**config.mk**
```make
export PLATFORM = sky130hd
export DESIGN_NAME = depth_sorted_node_list
export DESIGN_NICKNAME = d
export VERILOG_FILES = /design/src/rtl/core/dsnl_pkg.sv /design/src/rtl/core/depth_sorted_node_list.sv /design/src/rtl/core/dsnl_front.sv /design/src/rtl/core/dsnl_resq.sv /design/src/rtl/core/dsnl_back.sv
export SDC_FILE = /design/constraint.sdc
export NUM_CORES = 2
export LEC_CHECK = 0
export BUFFER_PORTS_ARGS = -buffer_cell sky130_fd_sc_hd__buf_2
export CAP_MARGIN = 20
export CORE_ASPECT_RATIO = 0.7
export CORE_MARGIN = 5
export CORE_UTILIZATION = 50
export CTS_BUF_LIST = sky130_fd_sc_hd__clkbuf_2
export CTS_CLUSTER_SIZE = 28
export DETAILED_ROUTE_END_ITERATION = 6
export PLACE_DENSITY = 0.76
export SYNTH_ARGS = -nofsm -noshare
export SYNTH_HDL_FRONTEND = slang
export SYNTH_SLANG_ARGS = --single-unit
```
**constraint.sdc**
```tcl
create_clock -name clk -period 10.9 [get_ports clk]
set_clock_uncertainty 0.2 [all_clocks]
set_input_delay 2.18 -clock clk [delete_from_list [all_inputs] [get_ports clk]]
set_output_delay 2.18 -clock clk [all_outputs]
set_load 0.05 [all_outputs]
```
**src/rtl/core/dsnl_pkg.sv**
```systemverilog
`timescale 1ns / 1ps
package dsnl_pkg;

	localparam int NODES_DEF = 64;
	localparam int SLOT_W    = 6;
	localparam int KEY_W     = 16;
	localparam int LINK_W    = 7;
	localparam logic [LINK_W-1:0] NULL_LINK = 7'd64;

	localparam logic [1:0] OP_INSERT = 2'd0;
	localparam logic [1:0] OP_DELETE = 2'd1;
	localparam logic [1:0] OP_WALK   = 2'd2;

	localparam logic [1:0] ST_OK       = 2'd0;
	localparam logic [1:0] ST_FULL     = 2'd1;
	localparam logic [1:0] ST_NOT_LIVE = 2'd2;
	localparam logic [1:0] ST_EMPTY    = 2'd3;

	typedef struct packed {
		logic [1:0]        operation;
		logic [KEY_W-1:0]  key;
		logic [SLOT_W-1:0] node;
	} in_t;

	typedef struct packed {
		logic [SLOT_W-1:0] slot;
		logic [KEY_W-1:0]  depth;
		logic [1:0]        status;
		logic              last;
	} out_t;

	// a command handed from front to back; op code 3 never gets here
	typedef struct packed {
		logic [1:0]        op;
		logic [KEY_W-1:0]  key;
		logic [SLOT_W-1:0] node;
	} cmd_t;

endpackage

```
**src/rtl/core/depth_sorted_node_list.sv**
```systemverilog
`timescale 1ns / 1ps
// Channel  Ports                   Moves
// input    push, full, item        one transaction: operation, key, node
// result   empty, pop, result      one transaction: slot, depth, status, last
//
// Insert: compares keys from the head on, one node at a time, until it meets a key
// not above its own or the list end, then writes the node. Walk: emits live nodes in order.
// Delete unlinks in S_DLINK, refusals answer from S_REPLY; op code 3 is dropped in the front end.
// The single read port of the key and link memories puts a read before each compare or emit.
// Reset (arst_n) empties the list and the queues; no clearing pass is needed.
// A full result queue stalls the back end; the input queue keeps taking up to two items.
module depth_sorted_node_list #(
	parameter int NODES = dsnl_pkg::NODES_DEF
) (
	input  logic           clk,
	input  logic           arst_n,
	input  logic           push,
	output logic           full,
	input  dsnl_pkg::in_t  item,
	output logic           empty,
	input  logic           pop,
	output dsnl_pkg::out_t result
);

	logic           cmd_valid, cmd_take, res_full, res_wr;
	dsnl_pkg::cmd_t cmd;
	dsnl_pkg::out_t res_data;

	dsnl_front u_front (
		.clk(clk), .arst_n(arst_n), .push(push), .full(full), .item(item),
		.cmd_valid(cmd_valid), .cmd(cmd), .cmd_take(cmd_take)
	);

	dsnl_back #(.NODES(NODES)) u_back (
		.clk(clk), .arst_n(arst_n), .cmd_valid(cmd_valid), .cmd(cmd),
		.cmd_take(cmd_take), .res_full(res_full), .res_wr(res_wr), .res_data(res_data)
	);

	dsnl_resq u_resq (
		.clk(clk), .arst_n(arst_n), .wr(res_wr), .wdata(res_data), .full(res_full),
		.empty(empty), .pop(pop), .result(result)
	);

endmodule

```
**src/rtl/core/dsnl_front.sv**
```systemverilog
`timescale 1ns / 1ps
module dsnl_front (
	input  logic             clk,
	input  logic             arst_n,
	input  logic             push,
	output logic             full,
	input  dsnl_pkg::in_t    item,
	output logic             cmd_valid,
	output dsnl_pkg::cmd_t   cmd,
	input  logic             cmd_take
);

	dsnl_pkg::cmd_t ent_q [2];
	logic       wp_q, rp_q;
	logic [1:0] cnt_q;
	logic       acc, keep;

	assign full      = (cnt_q == 2'd2);
	assign acc       = push && !full;
	// unused op code is swallowed here: no command, no result
	assign keep      = acc && (item.operation == dsnl_pkg::OP_INSERT ||
		item.operation == dsnl_pkg::OP_DELETE || item.operation == dsnl_pkg::OP_WALK);
	assign cmd_valid = (cnt_q != 2'd0);
	assign cmd       = ent_q[rp_q];

	always_ff @(posedge clk) begin
		if (keep) begin
			ent_q[wp_q] <= '{op: item.operation, key: item.key, node: item.node};
		end
	end

	always_ff @(posedge clk or negedge arst_n) begin
		if (!arst_n) begin
			wp_q  <= 1'b0;
			rp_q  <= 1'b0;
			cnt_q <= 2'd0;
		end else begin
			if (keep) wp_q <= ~wp_q;
			if (cmd_take) rp_q <= ~rp_q;
			cnt_q <= cnt_q + {1'b0, keep} - {1'b0, cmd_take};
		end
	end

endmodule

```
**src/rtl/core/dsnl_resq.sv**
```systemverilog
`timescale 1ns / 1ps
module dsnl_resq (
	input  logic           clk,
	input  logic           arst_n,
	input  logic           wr,
	input  dsnl_pkg::out_t wdata,
	output logic           full,
	output logic           empty,
	input  logic           pop,
	output dsnl_pkg::out_t result
);

	dsnl_pkg::out_t ent_q [2];
	logic       wp_q, rp_q;
	logic [1:0] cnt_q;
	logic       rd;

	assign full   = (cnt_q == 2'd2);
	assign empty  = (cnt_q == 2'd0);
	assign rd     = pop && !empty;
	assign result = ent_q[rp_q];

	always_ff @(posedge clk) begin
		if (wr) begin
			ent_q[wp_q] <= wdata;
		end
	end

	always_ff @(posedge clk or negedge arst_n) begin
		if (!arst_n) begin
			wp_q  <= 1'b0;
			rp_q  <= 1'b0;
			cnt_q <= 2'd0;
		end else begin
			if (wr) wp_q <= ~wp_q;
			if (rd) rp_q <= ~rp_q;
			cnt_q <= cnt_q + {1'b0, wr} - {1'b0, rd};
		end
	end

endmodule

```
**src/rtl/core/dsnl_back.sv**
```systemverilog
`timescale 1ns / 1ps
module dsnl_back #(
	parameter int NODES = dsnl_pkg::NODES_DEF
) (
	input  logic           clk,
	input  logic           arst_n,
	input  logic           cmd_valid,
	input  dsnl_pkg::cmd_t cmd,
	output logic           cmd_take,
	input  logic           res_full,
	output logic           res_wr,
	output dsnl_pkg::out_t res_data
);

	localparam int AW = (NODES > 1) ? $clog2(NODES) : 1;
	localparam int LW = dsnl_pkg::LINK_W;
	localparam int KW = dsnl_pkg::KEY_W;
	localparam int SW = dsnl_pkg::SLOT_W;

	localparam logic [3:0] S_IDLE  = 4'd0;
	localparam logic [3:0] S_ISCAN = 4'd1;
	localparam logic [3:0] S_ICMP  = 4'd2;
	localparam logic [3:0] S_IW1   = 4'd3;
	localparam logic [3:0] S_IW2   = 4'd4;
	localparam logic [3:0] S_DLINK = 4'd5;
	localparam logic [3:0] S_WREAD = 4'd6;
	localparam logic [3:0] S_WEMIT = 4'd7;
	localparam logic [3:0] S_REPLY = 4'd8;

	logic [KW-1:0] key_mem  [NODES];
	logic [LW-1:0] next_mem [NODES];
	logic [LW-1:0] prev_mem [NODES];
	logic [AW-1:0] fs_mem   [NODES];

	logic [NODES-1:0] fs_vld_q, live_q;
	logic [LW-1:0]    head_q, cnt_q;
	logic [3:0]       st_q;
	logic [LW-1:0]    cur_q, before_q, guard_q, n_q;
	logic [AW-1:0]    slot_q;
	logic [KW-1:0]    key_q;
	dsnl_pkg::out_t   res_q;

	logic [KW-1:0] key_rd_q;
	logic [LW-1:0] next_rd_q, prev_rd_q;
	logic [AW-1:0] fs_rd_q;
	logic          fs_hit_q;

	logic [AW-1:0] rd_addr, top_idx, fs_slot, node_idx;
	logic          k_we, n_we, p_we;
	logic [AW-1:0] k_wa, n_wa, p_wa;
	logic [LW-1:0] n_wd, p_wd;
	logic          walk_fin, node_bad;

	assign top_idx  = cnt_q[AW-1:0];
	assign node_idx = cmd.node[AW-1:0];
	assign fs_slot  = fs_hit_q ? fs_rd_q : top_idx;
	assign walk_fin = next_rd_q[LW-1] || (n_q == LW'(NODES - 2));
	assign rd_addr  = (st_q == S_IDLE) ? node_idx : cur_q[AW-1:0];
	assign node_bad = ({1'b0, cmd.node} >= LW'(NODES)) || !live_q[node_idx] ||
		(cnt_q == '0);

	always_ff @(posedge clk) begin
		key_rd_q  <= key_mem[rd_addr];
		next_rd_q <= next_mem[rd_addr];
		prev_rd_q <= prev_mem[rd_addr];
		fs_rd_q   <= fs_mem[top_idx];
		fs_hit_q  <= fs_vld_q[top_idx];
		if (k_we) key_mem[k_wa] <= key_q;
		if (n_we) next_mem[n_wa] <= n_wd;
		if (p_we) prev_mem[p_wa] <= p_wd;
		if (st_q == S_DLINK && !res_full) fs_mem[AW'(cnt_q - 1'b1)] <= slot_q;
	end

	always_comb begin
		k_we = 1'b0; k_wa = slot_q;
		n_we = 1'b0; n_wa = slot_q; n_wd = cur_q;
		p_we = 1'b0; p_wa = slot_q; p_wd = before_q;
		res_wr   = 1'b0;
		res_data = res_q;
		cmd_take = (st_q == S_IDLE) && cmd_valid;
		case (st_q)
			S_IW1: begin
				k_we = 1'b1;
				n_we = 1'b1;
				p_we = 1'b1;
			end
			S_IW2: begin
				n_wa = before_q[AW-1:0]; n_wd = {1'b0, SW'(slot_q)};
				p_wa = cur_q[AW-1:0];    p_wd = {1'b0, SW'(slot_q)};
				n_we = !res_full && !before_q[LW-1];
				p_we = !res_full && !cur_q[LW-1];
				res_wr   = !res_full;
				res_data = '{slot: SW'(slot_q), depth: key_q,
					status: dsnl_pkg::ST_OK, last: 1'b1};
			end
			S_DLINK: begin
				n_wa = prev_rd_q[AW-1:0]; n_wd = next_rd_q;
				p_wa = next_rd_q[AW-1:0]; p_wd = prev_rd_q;
				n_we = !res_full && !prev_rd_q[LW-1];
				p_we = !res_full && !next_rd_q[LW-1];
				res_wr   = !res_full;
				res_data = '{slot: SW'(slot_q), depth: '0,
					status: dsnl_pkg::ST_OK, last: 1'b1};
			end
			S_WEMIT: begin
				res_wr   = !res_full;
				res_data = '{slot: SW'(cur_q[AW-1:0]), depth: key_rd_q,
					status: dsnl_pkg::ST_OK, last: walk_fin};
			end
			S_REPLY: begin
				res_wr = !res_full;
			end
			default: begin
			end
		endcase
	end

	always_ff @(posedge clk) begin
		case (st_q)
			S_IDLE: begin
				key_q    <= cmd.key;
				slot_q   <= node_idx;
				before_q <= dsnl_pkg::NULL_LINK;
				guard_q  <= '0;
				n_q      <= '0;
				cur_q    <= (cmd.op == dsnl_pkg::OP_DELETE) ? {1'b0, SW'(node_idx)} : head_q;
				case (cmd.op)
					dsnl_pkg::OP_INSERT: res_q <= '{slot: '0, depth: cmd.key,
						status: dsnl_pkg::ST_FULL, last: 1'b1};
					dsnl_pkg::OP_DELETE: res_q <= '{slot: cmd.node, depth: '0,
						status: dsnl_pkg::ST_NOT_LIVE, last: 1'b1};
					default: res_q <= '{slot: '0, depth: '0,
						status: dsnl_pkg::ST_EMPTY, last: 1'b1};
				endcase
			end
			S_ISCAN: slot_q <= fs_slot;
			S_ICMP: begin
				if (key_rd_q > key_q) begin
					before_q <= cur_q;
					cur_q    <= next_rd_q;
					guard_q  <= guard_q + 1'b1;
				end
			end
			S_WEMIT: begin
				if (!res_full) begin
					n_q   <= n_q + 1'b1;
					cur_q <= next_rd_q;
				end
			end
			default: begin
			end
		endcase
	end

	always_ff @(posedge clk or negedge arst_n) begin
		if (!arst_n) begin
			st_q     <= S_IDLE;
			head_q   <= dsnl_pkg::NULL_LINK;
			cnt_q    <= '0;
			live_q   <= '0;
			fs_vld_q <= '0;
		end else begin
			case (st_q)
				S_IDLE: begin
					if (cmd_valid) begin
						case (cmd.op)
							dsnl_pkg::OP_INSERT:
								st_q <= (cnt_q >= LW'(NODES - 1)) ? S_REPLY : S_ISCAN;
							dsnl_pkg::OP_DELETE:
								st_q <= node_bad ? S_REPLY : S_DLINK;
							default:
								st_q <= (head_q[LW-1] || cnt_q == '0) ? S_REPLY : S_WREAD;
						endcase
					end
				end
				S_ISCAN:
					st_q <= (cur_q[LW-1] || guard_q == LW'(NODES)) ? S_IW1 : S_ICMP;
				S_ICMP:
					st_q <= (key_rd_q > key_q) ? S_ISCAN : S_IW1;
				S_IW1: begin
					live_q[slot_q] <= 1'b1;
					st_q <= S_IW2;
				end
				S_IW2: begin
					if (!res_full) begin
						if (before_q[LW-1]) head_q <= {1'b0, SW'(slot_q)};
						cnt_q <= cnt_q + 1'b1;
						st_q  <= S_IDLE;
					end
				end
				S_DLINK: begin
					if (!res_full) begin
						if (prev_rd_q[LW-1]) head_q <= next_rd_q;
						live_q[slot_q] <= 1'b0;
						fs_vld_q[AW'(cnt_q - 1'b1)] <= 1'b1;
						cnt_q <= cnt_q - 1'b1;
						st_q  <= S_IDLE;
					end
				end
				S_WREAD: st_q <= S_WEMIT;
				S_WEMIT: begin
					if (!res_full) st_q <= walk_fin ? S_IDLE : S_WREAD;
				end
				S_REPLY: begin
					if (!res_full) st_q <= S_IDLE;
				end
				default: st_q <= S_IDLE;
			endcase
		end
	end

	a_cnt_bound: assert property (@(posedge clk) disable iff (!arst_n)
		cnt_q <= LW'(NODES - 1)) else $error("live count beyond pool");
	a_head_cnt: assert property (@(posedge clk) disable iff (!arst_n)
		(cnt_q == '0) == head_q[LW-1]) else $error("head and live count disagree");
	a_no_overrun: assert property (@(posedge clk) disable iff (!arst_n)
		res_wr |-> !res_full) else $error("result written into full queue");
	a_take_idle: assert property (@(posedge clk) disable iff (!arst_n)
		cmd_take |=> (st_q != S_IDLE)) else $error("command taken but no work started");

endmodule
```
==> flow_summary.json <==
{
  "vias": 72000,
  "max_slew_margin_pct": -2.11,
  "post_cts_buffers": 0,
  "async_reset_ff_share_pct": 5.77,
  "hold_depth": 2,
  "vias_per_cell": 6.08,
  "layout-drive-gt1-share_pct": 16.8,
  "antenna_left": 0,
  "cp.required_ns": 12.13,
  "synth_adder_area_share_pct": 0.304,
  "outcome": "finished, violations left",
  "p_comb_share_pct": 41.7,
  "seqPwrFrac_pct": 40.0,
  "worst_pin_slew_ns": 1.53,
  "violations": "slew limit",
  "synth_ff_type": "edfxtp_1",
  "cts_made_buffers": 599,
  "cp-end-kind": "flip-flop",
  "fin_setup_tns_ns": 0,
  "synth-simple-area-share_pct": 15.7,
  "area_growth_pct": 8.47,
  "place_ws_ns": 5.39,
  "cts_tree": "yes",
  "postSynthAreaPerCell_sq_um": 13.1,
  "synth_cell_types": 64,
  "fmax_mhz": 169,
  "cts_resized": 0,
  "yosysTopAreaCell": "edfxtp_1",
  "cts_max_path_buffers": 4,
  "place_hpwl_microns": 171000,
  "synth_mux_area_share_pct": 3.58,
  "rows": 142,
  "powerDensity_nw_per_um2": 296,
  "start_kind": "flip-flop",
  "fillCellCount": 17200,
  "gp_congestion": 0.926,
  "synthesis.area_sq_um": 107000,
  "worstHoldStart": "u_back.next_rd_q[0]$_DFF_P_",
  "wl_microns": 293000,
  "cap_violations": 0,
  "post-route-drc-count": 0,
  "grt_max_degree": 215,
  "cts-root-buf": "clkbuf_2",
  "die_x_microns": 563,
  "ir_drop_mv": 0.558,
  "layout_commonest_cell": "edfxtp_1",
  "grt_pass1_wl_microns": 434000,
  "min_period_over_period_pct": 54.4,
  "drtIter0Drc": 12400,
  "yosysSeqAreaShare_pct": 73.7,
  "p_sw_mw": 15.2,
  "syn-num-nets": 8240,
  "r2r_slack_ns": 4.97,
  "worstHoldPathType": "flip-flop to flip-flop",
  "ys_warn_count": 0,
  "synth_compound_area_share_pct": 4.19,
  "clk_pin_slew_ns": 0.12,
  "worstReg2RegEnd": "u_back.next_rd_q[0]$_DFF_P_",
  "ys_ff_latch": 2667,
  "final_cell_mix": "edfxtp_1, nand2_1, nand3_1, clkbuf_2, nor2_1",
  "setup_slack_ns": 4.97,
  "h-tree-depth": 6,
  "rsz0062_at_grt": "false",
  "synth_edf_count": 2476,
  "yosys-top-cells-area": "edfxtp_1, nand2_1, nand3_1, dfrtp_1, mux4_2",
  "yosysTopAreaCellShare_pct": 69.4,
  "ctsHoldBuffers": 0,
  "design.core.area_sq_um": 214000,
  "finalHoldViolations": 0,
  "antenna_found_initial": 17,
  "track_usage_pct": 25.5,
  "synth_xor_area_share_pct": 0.229,
  "dieArea_sq_um": 224000,
  "slowest_delay_ns": 0.83,
  "crit_chain": "or4_4 > clkinv_2 > buf_4 > a21oi_4 > buf_4 > buf_4 > nand2_1 > a31oi_1 > nand2_1 > nor4_1 > or4_1",
  "p_sw_share_pct": 44.2,
  "regToRegStartpoint": "u_back.st_q[1]$_DFFE_PN0P_",
  "drv_slew": 1,
  "die-height_microns": 397,
  "crit_top_cell": "buf_4",
  "whs_endpoint": "u_back.head_q[0]$_DFFE_PN0P_",
  "clock_latency_ns": 1.69,
  "port-buffer-count": 54,
  "wl_per_cell_microns": 24.7,
  "initial_core_util_pct": 50.2,
  "cp_max_fo": 82,
  "period_minus_slack_ns": 5.93,
  "grt.overflow.total": 0,
  "cp_data_arrival_time_ns": 7.15,
  "setup_viol": 0,
  "cts.sink_count": 2667,
  "p_leak_nw": 40.9,
  "intPower_mw": 19.2,
  "nNetsFinal": 8578,
  "pin_count": 55,
  "grt_pass1_vias": 68300,
  "reg2reg_depth": 11,
  "path_class": "flip-flop to flip-flop",
  "synth_top_family_by_area": "simple AND/OR/NAND/NOR gates",
  "synthCells": 8186,
  "drt-pass1-iter-count": 7,
  "cp_slowest_cell": "buf_4",
  "power.share.clock_pct": 18.3
}
[how the worst max path moves through the flow]
stage	depth (start not counted)	end	from	slack [ns]
after global placement	10	u_back.key_rd_q[5]$_DFF_P_	u_back.st_q[1]$_DFFE_PN0P_	5.33
after floorplan	7	u_back.next_mem[0][1]$_DFFE_PP_	u_back.st_q[0]$_DFFE_PN0P_	5.46
after CTS	11	u_back.next_rd_q[0]$_DFF_P_	u_back.st_q[1]$_DFFE_PN0P_	5.18
final	11	u_back.next_rd_q[0]$_DFF_P_	u_back.st_q[1]$_DFFE_PN0P_	4.97
after detailed placement	11	u_back.key_rd_q[1]$_DFF_P_	u_front.ent_q[1][0]$_DFFE_PP_	5.39
after global routing	11	u_back.next_rd_q[0]$_DFF_P_	u_back.st_q[1]$_DFFE_PN0P_	4.78
[logic make-up (layout without fill, tap and decap cells)]
family	Yosys count	in the layout
compound gates	773	773
xor+xnor	28	28
fa+ha+maj	26	26
buf+inv	578	1348
flops	2667	2667
mux	211	211
other cells	0	8
simple gates	3903	3903
[metal layers]
metal	vias to the layer above	global-route usage (%)	routed length [microns]
li1	30800	-	-
met1	35000	38.4	115000
met2	5632	34.8	122000
met3	574	9.49	48000
met4	8	7.38	7260
met5	-	0	60
[metrics by stage]
stage / util (%) / power [mW] / cell area, sq um / instances / hold slack [ns]
global route: 54.4 / 36.0 / 116000 / 11800 / 0.229
finish: 54.4 / 34.5 / 116000 / 11800 / 0.159
global placement: 51.8 / 27.4 / 111000 / 10800 / 0.243
detailed placement: 51.8 / 27.8 / 111000 / 10800 / 0.249
floorplan: - / 22.7 / 107000 / 8186 / 0.234
CTS: 54.3 / 34.0 / 116000 / 11800 / 0.153
[registers in the layout, indices dropped and copies added, names as in the netlist, 2 cells and up, named ones only]
signal            count
u_back.before_q       7
u_back.cnt_q          7
u_back.cur_q          7
u_back.fs_mem       384
u_back.fs_rd_q        6
u_back.fs_vld_q      64
u_back.guard_q        7
u_back.head_q         7
u_back.k_wa           6
u_back.key_mem     1024
u_back.key_q         16
u_back.key_rd_q      16
u_back.n_q            7
u_back.next_mem     448
u_back.next_rd_q      7
u_back.prev_mem     448
u_back.prev_rd_q      7
u_back.res_q         24
u_back.st_q           4
u_front.cnt_q         2
u_front.ent_q        48
u_resq.cnt_q          2
u_resq.ent_q         50
[critical path: cells and delay by family, from the launching register on]
| family | cells | cell delay [ns] |
|---|---|---|
| simple gates | 5 | 1.85 |
| buf+inv | 4 | 2.14 |
| flops | 1 | 0.79 |
| compound gates | 2 | 0.45 |
[power groups by stage]
stage | registers [mW] | logic [mW] | clock network [mW]
final | 13.8 | 14.4 | 6.32
after global routing | 13.8 | 15.2 | 6.96
after CTS | 13.8 | 13.9 | 6.39
after detailed placement | 14.0 | 13.8 | 0
after global placement | 14.0 | 13.5 | 0
after floorplan | 14.1 | 8.54 | 0
[area by class of cell]
type	instances	area (sq um)	area share, %
antenna	8	20.0	0.0172
clock buffer	911	4560	3.92
clock inverter	122	802	0.690
inverter	69	260	0.224
multi-input combinational	4941	26100	22.5
sequential	2667	79000	67.9
tap	2880	3600	3.10
timing repair buffer	246	1930	1.66
[Yosys cell counts (16+ instances only)]
library cell,number
a21oi_1,390
a222oi_1,19
a22oi_1,19
a31oi_1,90
buf_1,38
buf_2,152
clkbuf_1,296
dfrtp_1,153
dfxtp_1,37
edfxtp_1,2476
ha_1,26
inv_1,68
mux2_2,32
mux2i_1,44
mux4_2,135
nand2_1,2102
nand2b_1,24
nand3_1,1001
nand4_1,39
nor2_1,430
nor2b_1,27
nor3_1,46
nor4_1,93
o21ai_0,123
o22ai_1,35
o31ai_1,42
or2_2,67
or4_1,30
xnor2_1,16
(Power assumes the default switching activity.)
